==> src/hw/rtl/mtm_pkg.sv <==
// ----------------------------------------------------------------------------
// Shift-key multitouch mapper package
// Shared types, event codes and configuration register indexes.
// ----------------------------------------------------------------------------
package mtm_pkg;

  // Emitted event types.
  localparam logic [15:0] EVT_SYN = 16'd0;
  localparam logic [15:0] EVT_KEY = 16'd1;
  localparam logic [15:0] EVT_ABS = 16'd3;

  // Emitted event codes.
  localparam logic [15:0] SYNC_REPORT    = 16'd0;
  localparam logic [15:0] SYNC_MT_REPORT = 16'd2;
  localparam logic [15:0] AXIS_SLOT      = 16'h002f;
  localparam logic [15:0] AXIS_X         = 16'h0035;
  localparam logic [15:0] AXIS_Y         = 16'h0036;
  localparam logic [15:0] AXIS_TRACK     = 16'h0039;

  // Key codes of interest.
  localparam logic [15:0] CODE_LSHIFT = 16'd42;
  localparam logic [15:0] CODE_RSHIFT = 16'd54;

  // Configuration register indexes.
  localparam logic [2:0] REG_PROTOCOL_B  = 3'd0;
  localparam logic [2:0] REG_ROTATION    = 3'd1;
  localparam logic [2:0] REG_SCREEN_H    = 3'd2;
  localparam logic [2:0] REG_SCREEN_W    = 3'd3;
  localparam logic [2:0] REG_MARGIN_H    = 3'd4;
  localparam logic [2:0] REG_MARGIN_V    = 3'd5;
  localparam logic [2:0] REG_STATUS_BAR  = 3'd6;

  // Rotation codes.
  localparam logic [1:0] ROT_0   = 2'd0;
  localparam logic [1:0] ROT_90  = 2'd1;
  localparam logic [1:0] ROT_180 = 2'd2;
  localparam logic [1:0] ROT_270 = 2'd3;

  // Button state snapshot handed from the front to the back.
  typedef struct packed {
    logic left;
    logic right;
  } cmd_t;

  // Configuration as seen by the sequencer.
  typedef struct packed {
    logic        protocol_b;
    logic [1:0]  rotation;
    logic [11:0] disp_height;
    logic [11:0] disp_width;
    logic [11:0] margin_horizontal;
    logic [11:0] margin_vertical;
    logic [11:0] bar_height;
  } cfg_t;

  // Queue status.
  typedef struct packed {
    logic full;
    logic empty;
  } q_stat_t;

endpackage

==> src/hw/rtl/mtm_front.sv <==
// ----------------------------------------------------------------------------
// Shift-key multitouch mapper front end
// Accepts input events, filters shift key events and tracks the pressed flags.
// ----------------------------------------------------------------------------
module mtm_front (
  input  logic                 clk,
  input  logic                 rst_n,
  input  logic                 in_valid,
  output logic                 in_stall,
  input  logic [15:0]          in_event_type,
  input  logic [15:0]          in_event_code,
  input  logic [31:0]          in_event_value,
  input  mtm_pkg::q_stat_t     q_stat,
  output logic                 q_push,
  output mtm_pkg::cmd_t        q_cmd
);
  import mtm_pkg::*;

  logic left_r, left_nxt;
  logic right_r, right_nxt;
  logic accept;
  logic le_one;
  logic pressed;
  logic is_left;
  logic is_right;
  logic is_key;

  // Hold off new items while the queue has no room.
  assign in_stall = q_stat.full;
  assign accept   = in_valid & ~in_stall;

  // Classify the item: key events with a value of at most one, on a shift key.
  assign le_one   = in_event_value[31] | (in_event_value == 32'd0) |
                    (in_event_value == 32'd1);
  assign pressed  = (in_event_value != 32'd0);
  assign is_key   = (in_event_type == EVT_KEY) & le_one;
  assign is_left  = is_key & (in_event_code == CODE_LSHIFT);
  assign is_right = is_key & (in_event_code == CODE_RSHIFT);

  // Next flag values.
  always_comb begin
    left_nxt  = left_r;
    right_nxt = right_r;
    if (accept && is_left) begin
      left_nxt = pressed;
    end
    if (accept && is_right) begin
      right_nxt = pressed;
    end
  end

  // A shift event queues a report of the updated flags.
  assign q_push      = accept & (is_left | is_right);
  assign q_cmd.left  = left_nxt;
  assign q_cmd.right = right_nxt;

  always_ff @(posedge clk) begin
    if (!rst_n) begin
      left_r  <= 1'b0;
      right_r <= 1'b0;
    end else begin
      left_r  <= left_nxt;
      right_r <= right_nxt;
    end
  end

endmodule

==> src/hw/rtl/mtm_queue.sv <==
// ----------------------------------------------------------------------------
// Shift-key multitouch mapper report queue
// Two-entry queue of button snapshots between the front end and the sequencer.
// ----------------------------------------------------------------------------
module mtm_queue (
  input  logic             clk,
  input  logic             rst_n,
  input  logic             push,
  input  mtm_pkg::cmd_t    push_cmd,
  input  logic             pop,
  output mtm_pkg::cmd_t    head,
  output mtm_pkg::q_stat_t stat
);
  import mtm_pkg::*;

  cmd_t       mem_r [2];
  logic       wr_ptr_r, wr_ptr_nxt;
  logic       rd_ptr_r, rd_ptr_nxt;
  logic [1:0] count_r, count_nxt;
  logic       do_push;
  logic       do_pop;

  assign stat.full  = (count_r == 2'd2);
  assign stat.empty = (count_r == 2'd0);
  assign head       = mem_r[rd_ptr_r];

  assign do_push = push & ~stat.full;
  assign do_pop  = pop & ~stat.empty;

  // Pointer and fill count update.
  always_comb begin
    wr_ptr_nxt = wr_ptr_r ^ do_push;
    rd_ptr_nxt = rd_ptr_r ^ do_pop;
    count_nxt  = count_r;
    if (do_push && !do_pop) begin
      count_nxt = count_r + 2'd1;
    end else if (!do_push && do_pop) begin
      count_nxt = count_r - 2'd1;
    end
  end

  always_ff @(posedge clk) begin
    if (!rst_n) begin
      wr_ptr_r <= 1'b0;
      rd_ptr_r <= 1'b0;
      count_r  <= 2'd0;
    end else begin
      wr_ptr_r <= wr_ptr_nxt;
      rd_ptr_r <= rd_ptr_nxt;
      count_r  <= count_nxt;
    end
  end

  // Entry storage needs no reset.
  always_ff @(posedge clk) begin
    if (do_push) begin
      mem_r[wr_ptr_r] <= push_cmd;
    end
  end

endmodule

==> src/hw/rtl/mtm_back.sv <==
// ----------------------------------------------------------------------------
// Shift-key multitouch mapper sequencer
// Expands a snapshot into its multitouch report, one event a cycle unless stalled.
// ----------------------------------------------------------------------------
module mtm_back (
  input  logic              clk,
  input  logic              rst_n,
  input  mtm_pkg::cfg_t     cfg,
  input  mtm_pkg::q_stat_t  q_stat,
  input  mtm_pkg::cmd_t     q_head,
  output logic              q_pop,
  output logic              busy,
  output logic              out_valid,
  input  logic              out_stall,
  output logic [15:0]       out_type,
  output logic [15:0]       out_code,
  output logic signed [12:0] out_value,
  output logic              out_last
);
  import mtm_pkg::*;

  // Sequencer step codes.
  localparam logic [2:0] ST_SLOT = 3'd0;
  localparam logic [2:0] ST_TRK  = 3'd1;
  localparam logic [2:0] ST_X    = 3'd2;
  localparam logic [2:0] ST_Y    = 3'd3;
  localparam logic [2:0] ST_MT   = 3'd4;
  localparam logic [2:0] ST_SYN  = 3'd5;

  localparam logic [12:0] VAL_RELEASE = 13'h1fff;

  logic        busy_r, busy_nxt;
  logic [2:0]  st_r, st_nxt;
  logic        side_r, side_nxt;
  logic        left_r, left_nxt;
  logic        right_r, right_nxt;
  logic        out_valid_r;
  logic [15:0] out_type_r;
  logic [15:0] out_code_r;
  logic [12:0] out_value_r;
  logic        out_last_r;

  logic        out_free;
  logic        emit;
  logic        done_now;
  logic        load;
  logic        side_pressed;
  logic [15:0] ev_type;
  logic [15:0] ev_code;
  logic [12:0] ev_value;
  logic [11:0] lx, ly, rx, ry;
  logic [11:0] h_minus_mv, w_minus_mh, sb_plus_mv;
  logic [12:0] sb_sum;

  // Clamped difference and saturated sum of coordinates.
  assign h_minus_mv = (cfg.disp_height > cfg.margin_vertical) ?
                      (cfg.disp_height - cfg.margin_vertical) : 12'd0;
  assign w_minus_mh = (cfg.disp_width > cfg.margin_horizontal) ?
                      (cfg.disp_width - cfg.margin_horizontal) : 12'd0;
  assign sb_sum     = {1'b0, cfg.bar_height} + {1'b0, cfg.margin_vertical};
  assign sb_plus_mv = sb_sum[12] ? 12'hfff : sb_sum[11:0];

  // Button positions for the current rotation.
  always_comb begin
    unique case (cfg.rotation)
      ROT_270: begin
        lx = h_minus_mv; ly = w_minus_mh;
        rx = h_minus_mv; ry = cfg.margin_horizontal;
      end
      ROT_180: begin
        lx = w_minus_mh;            ly = sb_plus_mv;
        rx = cfg.margin_horizontal; ry = sb_plus_mv;
      end
      ROT_90: begin
        lx = sb_plus_mv; ly = cfg.margin_horizontal;
        rx = sb_plus_mv; ry = w_minus_mh;
      end
      default: begin
        lx = cfg.margin_horizontal; ly = h_minus_mv;
        rx = w_minus_mh;            ry = h_minus_mv;
      end
    endcase
  end

  assign side_pressed = side_r ? right_r : left_r;

  // Event for the current step.
  always_comb begin
    ev_type  = EVT_ABS;
    ev_code  = AXIS_SLOT;
    ev_value = 13'd0;
    unique case (st_r)
      ST_SLOT: begin
        ev_code  = AXIS_SLOT;
        ev_value = side_r ? 13'd2 : 13'd1;
      end
      ST_TRK: begin
        ev_code  = AXIS_TRACK;
        if (side_pressed) begin
          ev_value = side_r ? 13'd2 : 13'd1;
        end else begin
          ev_value = VAL_RELEASE;
        end
      end
      ST_X: begin
        ev_code  = AXIS_X;
        ev_value = {1'b0, (side_r ? rx : lx)};
      end
      ST_Y: begin
        ev_code  = AXIS_Y;
        ev_value = {1'b0, (side_r ? ry : ly)};
      end
      ST_MT: begin
        ev_type = EVT_SYN;
        ev_code = SYNC_MT_REPORT;
      end
      default: begin
        ev_type = EVT_SYN;
        ev_code = SYNC_REPORT;
      end
    endcase
  end

  // The report ends on the sync after the right slot, or the only sync in protocol A.
  assign done_now = (st_r == ST_SYN) & (~cfg.protocol_b | side_r);

  assign out_free = ~out_valid_r | ~out_stall;
  assign emit     = busy_r & out_free;
  assign load     = ~q_stat.empty & (~busy_r | (emit & done_now));
  assign q_pop    = load;
  assign busy     = busy_r;

  // Step sequencing.
  always_comb begin
    busy_nxt  = busy_r;
    st_nxt    = st_r;
    side_nxt  = side_r;
    left_nxt  = left_r;
    right_nxt = right_r;
    if (emit) begin
      unique case (st_r)
        ST_SLOT: st_nxt = ST_TRK;
        ST_TRK:  st_nxt = (cfg.protocol_b && !side_pressed) ? ST_SYN : ST_X;
        ST_X:    st_nxt = ST_Y;
        ST_Y:    st_nxt = cfg.protocol_b ? ST_SYN : ST_MT;
        ST_MT: begin
          if (!side_r && right_r) begin
            st_nxt   = ST_TRK;
            side_nxt = 1'b1;
          end else begin
            st_nxt = ST_SYN;
          end
        end
        default: begin
          if (done_now) begin
            busy_nxt = 1'b0;
          end else begin
            st_nxt   = ST_SLOT;
            side_nxt = 1'b1;
          end
        end
      endcase
    end
    // A new snapshot starts at its first step.
    if (load) begin
      busy_nxt  = 1'b1;
      left_nxt  = q_head.left;
      right_nxt = q_head.right;
      if (cfg.protocol_b) begin
        st_nxt   = ST_SLOT;
        side_nxt = 1'b0;
      end else if (q_head.left) begin
        st_nxt   = ST_TRK;
        side_nxt = 1'b0;
      end else if (q_head.right) begin
        st_nxt   = ST_TRK;
        side_nxt = 1'b1;
      end else begin
        st_nxt   = ST_MT;
        side_nxt = 1'b1;
      end
    end
  end

  always_ff @(posedge clk) begin
    if (!rst_n) begin
      busy_r      <= 1'b0;
      st_r        <= ST_SLOT;
      side_r      <= 1'b0;
      out_valid_r <= 1'b0;
    end else begin
      busy_r <= busy_nxt;
      st_r   <= st_nxt;
      side_r <= side_nxt;
      if (out_free) begin
        out_valid_r <= emit;
      end
    end
  end

  // Snapshot and output payload registers.
  always_ff @(posedge clk) begin
    left_r  <= left_nxt;
    right_r <= right_nxt;
    if (emit) begin
      out_type_r  <= ev_type;
      out_code_r  <= ev_code;
      out_value_r <= ev_value;
      out_last_r  <= done_now;
    end
  end

  assign out_valid = out_valid_r;
  assign out_type  = out_type_r;
  assign out_code  = out_code_r;
  assign out_value = out_value_r;
  assign out_last  = out_last_r;

endmodule

==> src/hw/rtl/key_to_multitouch_event_mapper_unit.sv <==
// A shift event's snapshot passes through the report queue and the sequencer state
// before its first report event is registered at the output. Throughput: one report
// event per cycle from the sequencer while the output is not stalled; a report is
// 2 to 10 events, and other items cause none. Input items are taken every cycle while
// the two-entry report queue has room. Reset (synchronous, active low) releases both
// buttons, empties the queue and loads the configuration defaults.
// ----------------------------------------------------------------------------
// Shift-key multitouch mapper
// Maps left and right shift key events onto multitouch protocol A or B reports.
// ----------------------------------------------------------------------------
module key_to_multitouch_event_mapper_unit (
  input  logic               clk,
  input  logic               rst_n,
  input  logic               cfg_we,
  input  logic [2:0]         cfg_index,
  input  logic [11:0]        cfg_data,
  input  logic               in_valid,
  output logic               in_stall,
  input  logic [15:0]        in_event_type,
  input  logic [15:0]        in_event_code,
  input  logic signed [31:0] in_event_value,
  output logic               out_valid,
  input  logic               out_stall,
  output logic [15:0]        out_type,
  output logic [15:0]        out_code,
  output logic signed [12:0] out_value,
  output logic               out_last
);
  import mtm_pkg::*;

  cfg_t    cfg_r;
  q_stat_t q_stat;
  cmd_t    q_cmd;
  cmd_t    q_head;
  logic    q_push;
  logic    q_pop;
  logic    bk_busy;

  // Configuration registers.
  always_ff @(posedge clk) begin
    if (!rst_n) begin
      cfg_r.protocol_b        <= 1'b0;
      cfg_r.rotation          <= ROT_270;
      cfg_r.disp_height       <= 12'd976;
      cfg_r.disp_width        <= 12'd600;
      cfg_r.margin_horizontal <= 12'd80;
      cfg_r.margin_vertical   <= 12'd50;
      cfg_r.bar_height        <= 12'd48;
    end else if (cfg_we) begin
      unique case (cfg_index)
        REG_PROTOCOL_B: cfg_r.protocol_b        <= cfg_data[0];
        REG_ROTATION:   cfg_r.rotation          <= cfg_data[1:0];
        REG_SCREEN_H:   cfg_r.disp_height       <= cfg_data;
        REG_SCREEN_W:   cfg_r.disp_width        <= cfg_data;
        REG_MARGIN_H:   cfg_r.margin_horizontal <= cfg_data;
        REG_MARGIN_V:   cfg_r.margin_vertical   <= cfg_data;
        REG_STATUS_BAR: cfg_r.bar_height        <= cfg_data;
        default: ;
      endcase
    end
  end

  // Front end: filtering and button flags.
  mtm_front u_front (
    .clk            (clk),
    .rst_n          (rst_n),
    .in_valid       (in_valid),
    .in_stall       (in_stall),
    .in_event_type  (in_event_type),
    .in_event_code  (in_event_code),
    .in_event_value (in_event_value),
    .q_stat         (q_stat),
    .q_push         (q_push),
    .q_cmd          (q_cmd)
  );

  // Snapshot queue.
  mtm_queue u_queue (
    .clk      (clk),
    .rst_n    (rst_n),
    .push     (q_push),
    .push_cmd (q_cmd),
    .pop      (q_pop),
    .head     (q_head),
    .stat     (q_stat)
  );

  // Report sequencer and output register.
  mtm_back u_back (
    .clk       (clk),
    .rst_n     (rst_n),
    .cfg       (cfg_r),
    .q_stat    (q_stat),
    .q_head    (q_head),
    .q_pop     (q_pop),
    .busy      (bk_busy),
    .out_valid (out_valid),
    .out_stall (out_stall),
    .out_type  (out_type),
    .out_code  (out_code),
    .out_value (out_value),
    .out_last  (out_last)
  );

  // The front never pushes into a full queue.
  assert property (@(posedge clk) disable iff (!rst_n) q_push |-> !q_stat.full)
    else $error("report pushed into a full queue");

  // A queued snapshot is either still queued or being sequenced.
  assert property (@(posedge clk) disable iff (!rst_n) q_push |=> !q_stat.empty || bk_busy)
    else $error("queued report was lost");

  // The final event of a report is always a sync report.
  assert property (@(posedge clk) disable iff (!rst_n)
    out_valid && out_last |-> out_type == EVT_SYN && out_code == SYNC_REPORT)
    else $error("report ended on an event other than a sync report");

  // The sequencer pops only when it has something to pop.
  assert property (@(posedge clk) disable iff (!rst_n) q_pop |-> !q_stat.empty)
    else $error("pop from an empty queue");

endmodule

==> config.mk <==
export PLATFORM = sky130hd
export DESIGN_NAME = key_to_multitouch_event_mapper_unit
export DESIGN_NICKNAME = d
export VERILOG_FILES = /design/src/hw/rtl/mtm_pkg.sv /design/src/hw/rtl/mtm_front.sv /design/src/hw/rtl/mtm_queue.sv /design/src/hw/rtl/mtm_back.sv /design/src/hw/rtl/key_to_multitouch_event_mapper_unit.sv
export SDC_FILE = /design/constraint.sdc
export NUM_CORES = 1
export LEC_CHECK = 0
export ABC_AREA = 1
export BUFFER_PORTS_ARGS = -buffer_cell sky130_fd_sc_hd__buf_2
export CAP_MARGIN = 0
export CELL_PAD_IN_SITES_DETAIL_PLACEMENT = 0
export CELL_PAD_IN_SITES_GLOBAL_PLACEMENT = 1
export CORE_ASPECT_RATIO = 0.75
export CORE_MARGIN = 10
export CORE_UTILIZATION = 41
export CTS_BUF_LIST = sky130_fd_sc_hd__clkbuf_4
export CTS_CLUSTER_SIZE = 25
export DETAILED_ROUTE_END_ITERATION = 10
export PLACE_DENSITY_LB_ADDON = 0.1
export SETUP_SLACK_MARGIN = 0.02
export SYNTH_ARGS = -nofsm -noshare
export SYNTH_HDL_FRONTEND = slang
export SYNTH_SLANG_ARGS = --single-unit
==> constraint.sdc <==
create_clock -name clk -period 3.2 [get_ports clk]
set_input_delay 0.16 -clock clk [delete_from_list [all_inputs] [get_ports clk]]
set_output_delay 0.16 -clock clk [all_outputs]
set_load 0.05 [all_outputs]
==> flow_summary.yaml, run 1 <==
logic_synthesis:
  synthSimpleGateAreaFrac_pct: 35.41
  yosysTopAreaCell: "dfxtp_1"
  yosysUniqueCellTypes: 53
  synth_commonest_cells: "nand2_1, inv_1, nor2_1"
  syn_area_per_cell_um2: 6.391
  synth_ff_type: "dfxtp_1"
  async_flop_share_pct: 0
  synth_edf_count: 27
  yosysSeqAreaShare_pct: 29.10
  synthXorXnorAreaFrac_pct: 1.202
  synth_top_area_share_pct: 18.99
  synth_most_common_cell: "nand2_1"
  synth_mux_area_share_pct: 0
  synth_area_um2: 8014
  syn_inst: 1254
  synth_top_family_by_area: "simple AND/OR/NAND/NOR gates"
  synth_compound_area_share_pct: 14.99
  synth_fa_ha_area_share_pct: 6.838
  yosys_warnings: 0
  ys_ff_latch: 103
  yosys-top-cells-area: "dfxtp_1, nand2_1, edfxtp_1, inv_1, nor2_1"
worst_setup_path:
  critPathArrivalTime_ns: 3.12
  crit_top_cell: "nand2_1"
  end_kind: "flop"
  cp_slowest_cell: "nor3_1"
  crit_buf_inv: 2
  path_max_fanout: 8
  rrSetupSlack_ns: 0.47
  required_ns: 3.59
  regToRegStartpoint: "cfg_r[17]"
  cpPeakStageDelay_ns: 0.64
  reg2reg_to: "u_back.out_value[2]"
  critPathKind: "flop to flop"
  cpLargestDelayFamily: "simple AND/OR/NAND/NOR gates"
  path_cells: "inv_1 -> ha_1 -> nand2_1 -> inv_1 -> nand2_1 -> nor2_1 -> nand2_1 -> nand3_2 -> nand2_2 -> nor3_1 -> nand2_1 -> nand3_1 -> a21oi_1 -> nand2_1"
  start_kind: "flop"
  reg2regPathDepth: 14
sta:
  layout_min_cycle_time_ns: 2.730
  finalSetupTns_ns: 0
  fin_skew_ns: 0.01567
  relSlewSlack_pct: 45.65
  drv_slew: 0
  worst_pin_slew_ns: 0.8091
  fmax_mhz: 366.2
  grt_setup_unrepaired: "no"
  setup_ws_ns: 0.4696
  setup_viol: 0
  hold_viol_final: 0
  post-route-period-util_pct: 85.33
worst_hold_path:
  min_from: "cfg_data[0]"
  min_to: "cfg_r[0]"
  hold-path-cell-count: 3
  hp-class: "input pin to flop"
place:
  dpl-instance-area_um2: 8732
  port_buffers: 107
  place_inst: 1591
  place_hpwl_mm: 22.38
  dp_slack_ns: 0.5724
  place.gp.congestion: 0.9745
floorplanning:
  die_height_um: 141.1
  dieArea_um2: 25600
  die_w_um: 181.4
  start_util_pct: 41.59
  std_cell_rows: 44
  core_um2: 19270
  ios: 132
grt:
  grt_overflow: 0
  antenna_found_initial: 0
  grt_pass1_wl_mm: 44.01
  grt_pass1_vias: 7865
  grt_start_max_net_pins: 37
  track_usage_pct: 21.59
clocking:
  cts_max_level: 3
  clk_latency_ns: 0.51
  cts_sinks: 103
  max-clock-path-buffers: 2
  cts_tree: "built"
  cts_root_buf: "clkbuf_4"
  clk_pin_slew_ns: 0.19
  cts_buffers: 9
routing:
  wl_per_cell_um: 17.44
  wirelength_mm: 28.31
  via_per_inst: 5.134
  drc: 0
  dr.pass1.iters: 6
  drt_iter0_markers: 741
  vias: 8333
  final_antenna_net_count: 0
finish:
  nFillCells: 2028
  layout-drive-gt1-share_pct: 13.51
  multi_input_area_um2: 4777
  syn2layout_area_growth_pct: 12.54
  ff_latch_area_um2: 2332
  layout.cells.non_filler: 1623
  post-route-cell-area_um2: 9019
  nNetsFinal: 1490
pwr:
  power.density_nw_per_um2: 500.0
  ir_drop_uv: 345.0
  power_uw: 4509
  cellLeakagePower_uw: 0.004489
flow_run:
  max_cap_violations: 0
status:
  status: "completed"
where the power goes:
group | switching [µW] | total, µW | internal [µW] | leakage [µW]
logic | 1520 | 2130 | 605 | 0.00354
clock network | 531 | 709 | 178 | 0.0000759
registers | 106 | 1670 | 1560 | 0.000871
total | 2160 | 4510 | 2350 | 0.00449
through the flow:
step,hold slack (ns),util [%]
floorplan,0.2861,-
global placement,0.4343,45.32
detailed placement,0.4425,45.32
CTS,0.03170,46.79
global route,0.03585,46.79
finish,0.05219,46.81
per-layer routing:
metal,routed length (µm),vias to the layer above,GRT usage [%]
met3,2961,33,6.957
li1,-,4246,-
met2,10500,364,28.43
met1,14370,3690,32.62
met5,0,-,0
met4,483,0,4.699
kinds of logic after synthesis:
family,Yosys count
and+or+nand+nor,639
buffers and inverters,235
AOI/OAI and AO/OA,223
DFF,103
adders and majority gates,42
xor gates and xnor gates,11
other,1
worst max-delay path by stage:
stage | slack [ns] | from | end | depth (start not counted)
4_1_cts | 0.56 | cfg_r[12] | u_back.out_value[10] | 12
6_report | 0.47 | cfg_r[17] | u_back.out_value[2] | 14
5_1_grt | 0.31 | cfg_r[12] | u_back.out_value[10] | 12
2_1_floorplan | 0.69 | u_back.out_valid | u_back.st_r[0] | 6
3_5_place_dp | 0.57 | cfg_r[12] | u_back.out_value[1] | 13
3_3_place_gp | 0.57 | cfg_r[24] | u_back.out_value[8] | 14
tightest hold or removal path: cells and delay by family:
| kind | cells | cell delay [ns] |
|---|---|---|
| buffers and inverters | 1 | 0.20 |
| AND/OR/NAND/NOR | 2 | 0.18 |
cell usage in the layout, fill, tap and decap left out, types with 4 or more instances in the layout:
| master | instances |
|---|---|
| nand4_1 | 26 |
| dlygate4sd3_1 | 15 |
| buf_4 | 15 |
| ha_1 | 39 |
| inv_1 | 166 |
| a21oi_1 | 80 |
| nor2_4 | 9 |
| nand2_1 | 323 |
| o21ai_1 | 9 |
| o21bai_1 | 4 |
| inv_2 | 7 |
| buf_2 | 107 |
| conb_1 | 24 |
| o21ai_0 | 103 |
| clkbuf_4 | 9 |
| nor3_1 | 10 |
| nor2_2 | 7 |
| xnor2_1 | 6 |
| nor4_1 | 11 |
| nand3_1 | 75 |
| o211ai_1 | 9 |
| nor2_1 | 152 |
| xor2_1 | 5 |
| nand2_2 | 5 |
| dfxtp_1 | 76 |
| edfxtp_1 | 27 |
state kept, by name, indices dropped and copies added (netlist names), named ones only:
signal and cells:
u_back.out_code 6, u_front.left_r 1, u_back.out_value 13, u_queue.count_r 2, cfg_r 63, u_back.st_r 3
u_back.out_valid 1, u_queue.rd_ptr_r 1, u_back.out_last 1, u_queue.mem_r 4, u_back.left_r 1, u_back.side_r 1
u_back.out_type 1, u_queue.wr_ptr_r 1, u_front.right_r 1, u_back.busy 1, u_back.right_r 1
repair_timing:
item / CTS / global route
gates resized for setup: 0 / 0
endpoints found under the hold margin: 30 / 0
buffers inserted: 0 / 0
hold buffers: 15 / 0
final cells by class:
cell class,count,share of cell area (%)
Tap cell,253,3.510
Timing Repair Buffer,137,8.851
Multi-Input combinational cell,939,52.97
Clock buffer,9,0.7492
Antenna cell,1,0.02775
Sequential cell,103,25.86
Inverter,174,7.297
Clock inverter,7,0.7353
Power figures use the tool's default switching activity.
==> inputs of run 2 (changes only) <==
--- a/config.mk
+++ b/config.mk
@@ -20,4 +20,5 @@
 export SETUP_SLACK_MARGIN = 0.02
 export SYNTH_ARGS = -nofsm -noshare
 export SYNTH_HDL_FRONTEND = slang
+export SYNTH_HIERARCHICAL = 1
 export SYNTH_SLANG_ARGS = --single-unit
==> run 2 against run 1 <==
  * Register-to-register slack worse by 0.02 ns
  * Highest routed layer unchanged
  * Critical path depth down 3
  * Final cell count up 9.9%
  * Largest power group is now sequential cells
  * Global-route usage down 0.74 points
  * Critical endpoint is now u_back/out_value[5]
  * Sequential share of layout area down 1.3 points
  * Non-clock buffer count down 8
==> flow_summary.yaml, run 2 <==
status:
  status: "completed"
pwr:
  p_clk_share_pct: 23.2
  power.density_nw_per_um2: 314.4
  cellLeakagePower_uw: 0.004970
  p_seq_share_pct: 46.8
  p_switching_uw: 1172
  intPower_uw: 1809
  switching_share_pct: 39.31
  combPwrFrac_pct: 30.0
  ir_drop_uv: 158.5
  power_uw: 2981
logic_synthesis:
  syn_inst: 1404
  synth_most_common_cell: "nand2_1"
  async_flop_share_pct: 0
  synth_ff_type: "dfxtp_1"
  yosysTopAreaCell: "dfxtp_1"
  syn_area_per_cell_um2: 6.131
  yosysUniqueCellTypes: 52
  synth_top_area_share_pct: 17.67
  ys_ff_latch: 103
  synth_edf_count: 27
  synth_area_um2: 8608
  synth_commonest_cells: "nand2_1, nor2_1, inv_1"
  yosys-top-cells-area: "dfxtp_1, nand2_1, edfxtp_1, nor2_1, inv_1"
  yosysSeqAreaShare_pct: 27.09
  yosys_warnings: 6
clocking:
  cts_buffers: 9
  cts_root_buf: "clkbuf_4"
  clk_latency_ns: 0.51
  cts_sinks: 103
  clk_pin_slew_ns: 0.19
  max-clock-path-buffers: 2
  cts_max_level: 3
  cts_tree: "built"
  cts_setup_buffers: 0
place:
  port_buffers: 107
  place_hpwl_mm: 23.60
  dpl-instance-area_um2: 9260
  place.gp.congestion: 0.9185
  dp_slack_ns: 0.6311
finish:
  final_cell_mix: "nand2_1, nor2_1, inv_1"
  regMostFlops: "cfg_r"
  nNetsFinal: 1624
  nFillCells: 2229
  layout_commonest_cell: "nand2_1"
  diodes: 0
  syn2layout_area_growth_pct: 10.15
  post-route-cell-area_um2: 9482
  largest_register_ff_count: 63
  layout-drive-gt1-share_pct: 12.85
floorplanning:
  std_cell_rows: 45
  die_w_um: 187.3
  start_util_pct: 42.12
  ios: 132
  core_um2: 20440
  die_height_um: 145.5
  dieArea_um2: 27250
grt:
  antenna_found_initial: 0
  grt_pass1_vias: 8149
  grt_pass1_wl_mm: 45.80
  grt_overflow: 0
  grt_start_max_net_pins: 44
  track_usage_pct: 20.85
worst_setup_path:
  crit_start: "cfg_r[25]"
  end_kind: "flop"
  start_kind: "flop"
  path_max_fanout: 6
  cpPeakStageDelay_ns: 0.56
  cp_slowest_cell: "dfxtp_1"
  regToRegStartpoint: "cfg_r[25]"
  critPathArrivalTime_ns: 3.14
  critPathKind: "flop to flop"
  crit_buf_inv: 1
  required_ns: 3.59
  path_cells: "inv_1 -> ha_1 -> nand3_1 -> nand3_1 -> nand2_1 -> nand2_1 -> nand2_1 -> nand4_1 -> a21oi_1 -> nand2_1 -> nand3_1"
  crit_top_cell: "nand2_1"
  cpLargestDelayFamily: "simple AND/OR/NAND/NOR gates"
worst_hold_path:
  min_from: "cfg_data[11]"
  hp-class: "input pin to flop"
sta:
  grt_setup_unrepaired: "no"
  setup_viol: 0
  setup_ws_ns: 0.4505
  fin_skew_ns: 0.03442
  hold_viol_final: 0
  drv_slew: 0
  layout_min_cycle_time_ns: 2.749
  worst_pin_slew_ns: 1.115
  finalSetupTns_ns: 0
  post-route-period-util_pct: 85.92
  fmax_mhz: 363.7
  relSlewSlack_pct: 25.36
routing:
  drt_iter0_markers: 991
  wl_per_cell_um: 16.58
  final_antenna_net_count: 0
  via_per_inst: 5.063
  wirelength_mm: 29.58
  drc: 0
  dr.pass1.iters: 6
  vias: 9033
flow_run:
  max_cap_violations: 0
[run 2: kinds of logic after synthesis]
logic type               share of synthesized area (%)
buffers and inverters                            14.00
multiplexers                                    0.2616
adder cells (fa/ha/maj)                          6.366
XOR/XNOR                                         1.221
other                                          0.04356
AO/OA/AOI/OAI                                    8.706
flip-flops                                       27.09
AND/OR/NAND/NOR                                  42.31
[run 2: power by group through the flow]
stage / combinational [µW] / clock [µW] / sequential, µW
6_report: 895 / 692 / 1390
3_3_place_gp: 867 / 0 / 1420
4_1_cts: 877 / 714 / 1390
5_1_grt: 991 / 751 / 1400
2_1_floorplan: 649 / 0 / 1400
3_5_place_dp: 864 / 0 / 1420
[run 2: metrics by stage]
stage	hold slack [ns]	utilization, %	instances
detailed placement	0.3799	45.31	1759
CTS	0.02604	46.39	1784
global placement	0.3747	45.31	1759
finish	0.05099	46.39	1784
floorplan	0.2576	-	1427
global route	0.06204	46.39	1784
[run 2: what timing repair did]
item,CTS,global route
resized for setup,0,0
hold buffers,10,0
endpoints found under the hold margin,19,0
[run 2: path summary, 6_finish.rpt]
| check | to | slack [ns] | cells after the start |
|---|---|---|---|
| max | u_back/out_value[5] | 0.45 | 11 |
| min | cfg_r[59] | 0.05 | 5 |
| max reg2reg | u_back/out_value[5] | 0.45 | 11 |
| min reg2reg | u_back/out_valid | 0.49 | 2 |
[run 2: worst reg2reg max path: stages, from the launching register on]
cell and delay (ns):
dfxtp_1 0.56, inv_1 0.20, ha_1 0.40, nand3_1 0.11, nand3_1 0.19, nand2_1 0.18, nand2_1 0.07, nand2_1 0.06
nand4_1 0.29, a21oi_1 0.40, nand2_1 0.10, nand3_1 0.08
[run 2: cell type report]
type | instances | area [µm²] | share of cell area [%]
multi-input cells | 1050 | 5160 | 54.42
inverters | 205 | 777.0 | 8.195
clock inverters | 6 | 53.80 | 0.5674
repair buffers | 129 | 738.2 | 7.786
flip-flops and latches | 103 | 2332 | 24.60
well taps | 282 | 352.8 | 3.721
clock buffers | 9 | 67.56 | 0.7126
[run 2: metal layers]
metal / vias to the layer above / share of wire [%] / GRT usage (%)
li1: 4585 / - / -
met1: 4047 / 52 / 33.31
met2: 383 / 38 / 27.37
met3: 18 / 9.6 / 4.974
met4: 0 / 0.68 / 2.454
met5: - / 0 / 0
==> inputs of run 3 (changes only) <==
--- a/config.mk
+++ b/config.mk
@@ -18,6 +18,7 @@
 export DETAILED_ROUTE_END_ITERATION = 10
 export PLACE_DENSITY_LB_ADDON = 0.1
 export SETUP_SLACK_MARGIN = 0.02
+export SKIP_LAST_GASP = 1
 export SYNTH_ARGS = -nofsm -noshare
 export SYNTH_HDL_FRONTEND = slang
 export SYNTH_HIERARCHICAL = 1
==> constraint.sdc (replaced) <==
create_clock -name clk -period 3.2 [get_ports clk]
set_input_delay 0.8 -clock clk [delete_from_list [all_inputs] [get_ports clk]]
set_output_delay 0.8 -clock clk [all_outputs]
set_load 0.05 [all_outputs]
==> run 3 against run 2 <==
  * Sequential power is essentially flat
  * Combinational power shrank 1%
  * Core utilization shrank 0.36 points
  * Sequential cell count is the same
  * Global-route usage shrank 0.15 points
  * Non-clock buffer count shrank 8
  * Routed wire length shrank 1.9%
  * Clock power is essentially flat
  * Count of clock-buffer cells in the layout grew 2
  * Hold slack gained 0.44 ns
  * Largest power group unchanged
==> flow_summary.yaml, run 3 (synthesis gave the netlist of run 2 again) <==
finish:
  regMostFlops: "cfg_r"
  layout_commonest_cell: "nand2_1"
  largest_register_ff_count: 63
  syn2layout_area_growth_pct: 9.302
  final_cell_mix: "nand2_1, nor2_1, inv_1"
  layout.cells.non_filler: 1777
  nFillCells: 2263
  nNetsFinal: 1616
  layout-drive-gt1-share_pct: 13.11
  diodes: 0
worst_setup_path:
  rrSetupSlack_ns: 0.34
  endpoint: "u_back/out_value[9]"
  critPathArrivalTime_ns: 3.10
  crit_start: "cfg_r[12]"
  reg2regPathDepth: 12
  path_max_fanout: 14
  reg2reg_to: "u_back/out_value[9]"
  regToRegStartpoint: "cfg_r[12]"
  critPathKind: "flop to flop"
  required_ns: 3.45
  start_kind: "flop"
  end_kind: "flop"
routing:
  via_per_inst: 5.019
  vias: 8918
  wl_per_cell_um: 16.33
  drt_iter0_markers: 863
  wirelength_mm: 29.02
  final_antenna_net_count: 0
  drc: 0
  dr.pass1.iters: 5
sta:
  setup_ws_ns: 0.3440
  finalSetupTns_ns: 0
  grt_setup_unrepaired: "no"
  worst_pin_slew_ns: 0.9321
  fin_skew_ns: 0.03310
  hold_viol_final: 0
  relSlewSlack_pct: 37.63
  fmax_mhz: 350.1
  setup_viol: 0
  drv_slew: 0
  layout_min_cycle_time_ns: 2.856
  post-route-period-util_pct: 89.25
pwr:
  p_switching_uw: 1146
  combPwrFrac_pct: 29.8
  p_seq_share_pct: 47.0
  power.density_nw_per_um2: 315.8
  p_clk_share_pct: 23.3
  cellLeakagePower_uw: 0.004943
  power_uw: 2971
  switching_share_pct: 38.57
  ir_drop_uv: 167.7
  intPower_uw: 1825
grt:
  grt_pass1_wl_mm: 45.71
  track_usage_pct: 20.70
  grt_start_max_net_pins: 41
  antenna_found_initial: 0
  grt_overflow: 0
  grt_pass1_vias: 8154
place:
  dp_slack_ns: 0.4744
  port_buffers: 107
  place.gp.congestion: 0.9403
  place_hpwl_mm: 23.37
  place_inst: 1761
floorplanning:
  die_height_um: 145.5
  dieArea_um2: 27250
  std_cell_rows: 45
  start_util_pct: 42.12
  die_w_um: 187.3
  ios: 132
  core_um2: 20440
clocking:
  cts_root_buf: "clkbuf_4"
  cts_setup_buffers: 0
  cts_sinks: 103
  max-clock-path-buffers: 2
  cts_buffers: 9
  cts_hold_buf: 0
  clk_latency_ns: 0.51
  cts_tree: "built"
  ctsResizeCount: 0
  clk_pin_slew_ns: 0.18
  cts_max_level: 3
worst_hold_path:
  hold-path-cell-count: 2
  hp-class: "flop to flop"
flow_run:
  max_cap_violations: 0
status:
  status: "completed"
run 3: worst min-delay path by stage:
stage,startpoint,to,slack [ns]
final,u_back/out_valid,u_back/out_valid,0.49
after global placement,cfg_r[4],cfg_r[4],0.46
after floorplan,cfg_r[39],cfg_r[39],0.43
after global routing,cfg_data[0],cfg_r[60],0.48
after CTS,cfg_data[0],cfg_r[60],0.48
after detailed placement,cfg_r[4],cfg_r[4],0.46
run 3: power groups by stage:
stage / Sequential, µW / Clock, µW / Combinational (µW)
after global placement: 1420 / 0 / 866
after global routing: 1400 / 759 / 984
final: 1400 / 691 / 885
after CTS: 1390 / 716 / 870
after floorplan: 1400 / 0 / 649
after detailed placement: 1420 / 0 / 868
run 3: layer usage:
metal	track usage (%)	up-vias	routed length (µm)
met5	0	-	0
met4	3.298	0	302
met3	5.261	19	2884
met2	27.03	370	10680
met1	32.68	3952	15150
li1	-	4577	-
run 3: layout make-up:
cell class	instances	area, µm²	area share, %
well taps	282	352.8	3.750
repair buffers	121	653.1	6.941
clock inverters	5	51.30	0.5452
clock buffers	11	82.58	0.8777
flip-flops and latches	103	2332	24.79
inverters	205	777.0	8.258
multi-input cells	1050	5160	54.84
run 3: through the flow:
stage | util [%] | hold slack [ns] | cell area, µm²
after floorplan | - | 0.4329 | 8695
after CTS | 46.04 | 0.4797 | 9409
after global placement | 45.38 | 0.4581 | 9275
final | 46.04 | 0.4864 | 9409
after detailed placement | 45.38 | 0.4567 | 9275
after global routing | 46.04 | 0.4827 | 9409
run 3: worst max-delay path, stage by stage, from the launching register on:
cell     delay [ns]
dfxtp_1        0.37
ha_1           0.23
fa_1           0.43
nand2_1        0.11
nand3_1        0.10
nand2_1        0.12
nor2_1         0.06
nor2_2         0.39
nand3_1        0.23
o21ai_0        0.20
nand3_1        0.09
a21oi_1        0.18
nand2_1        0.10
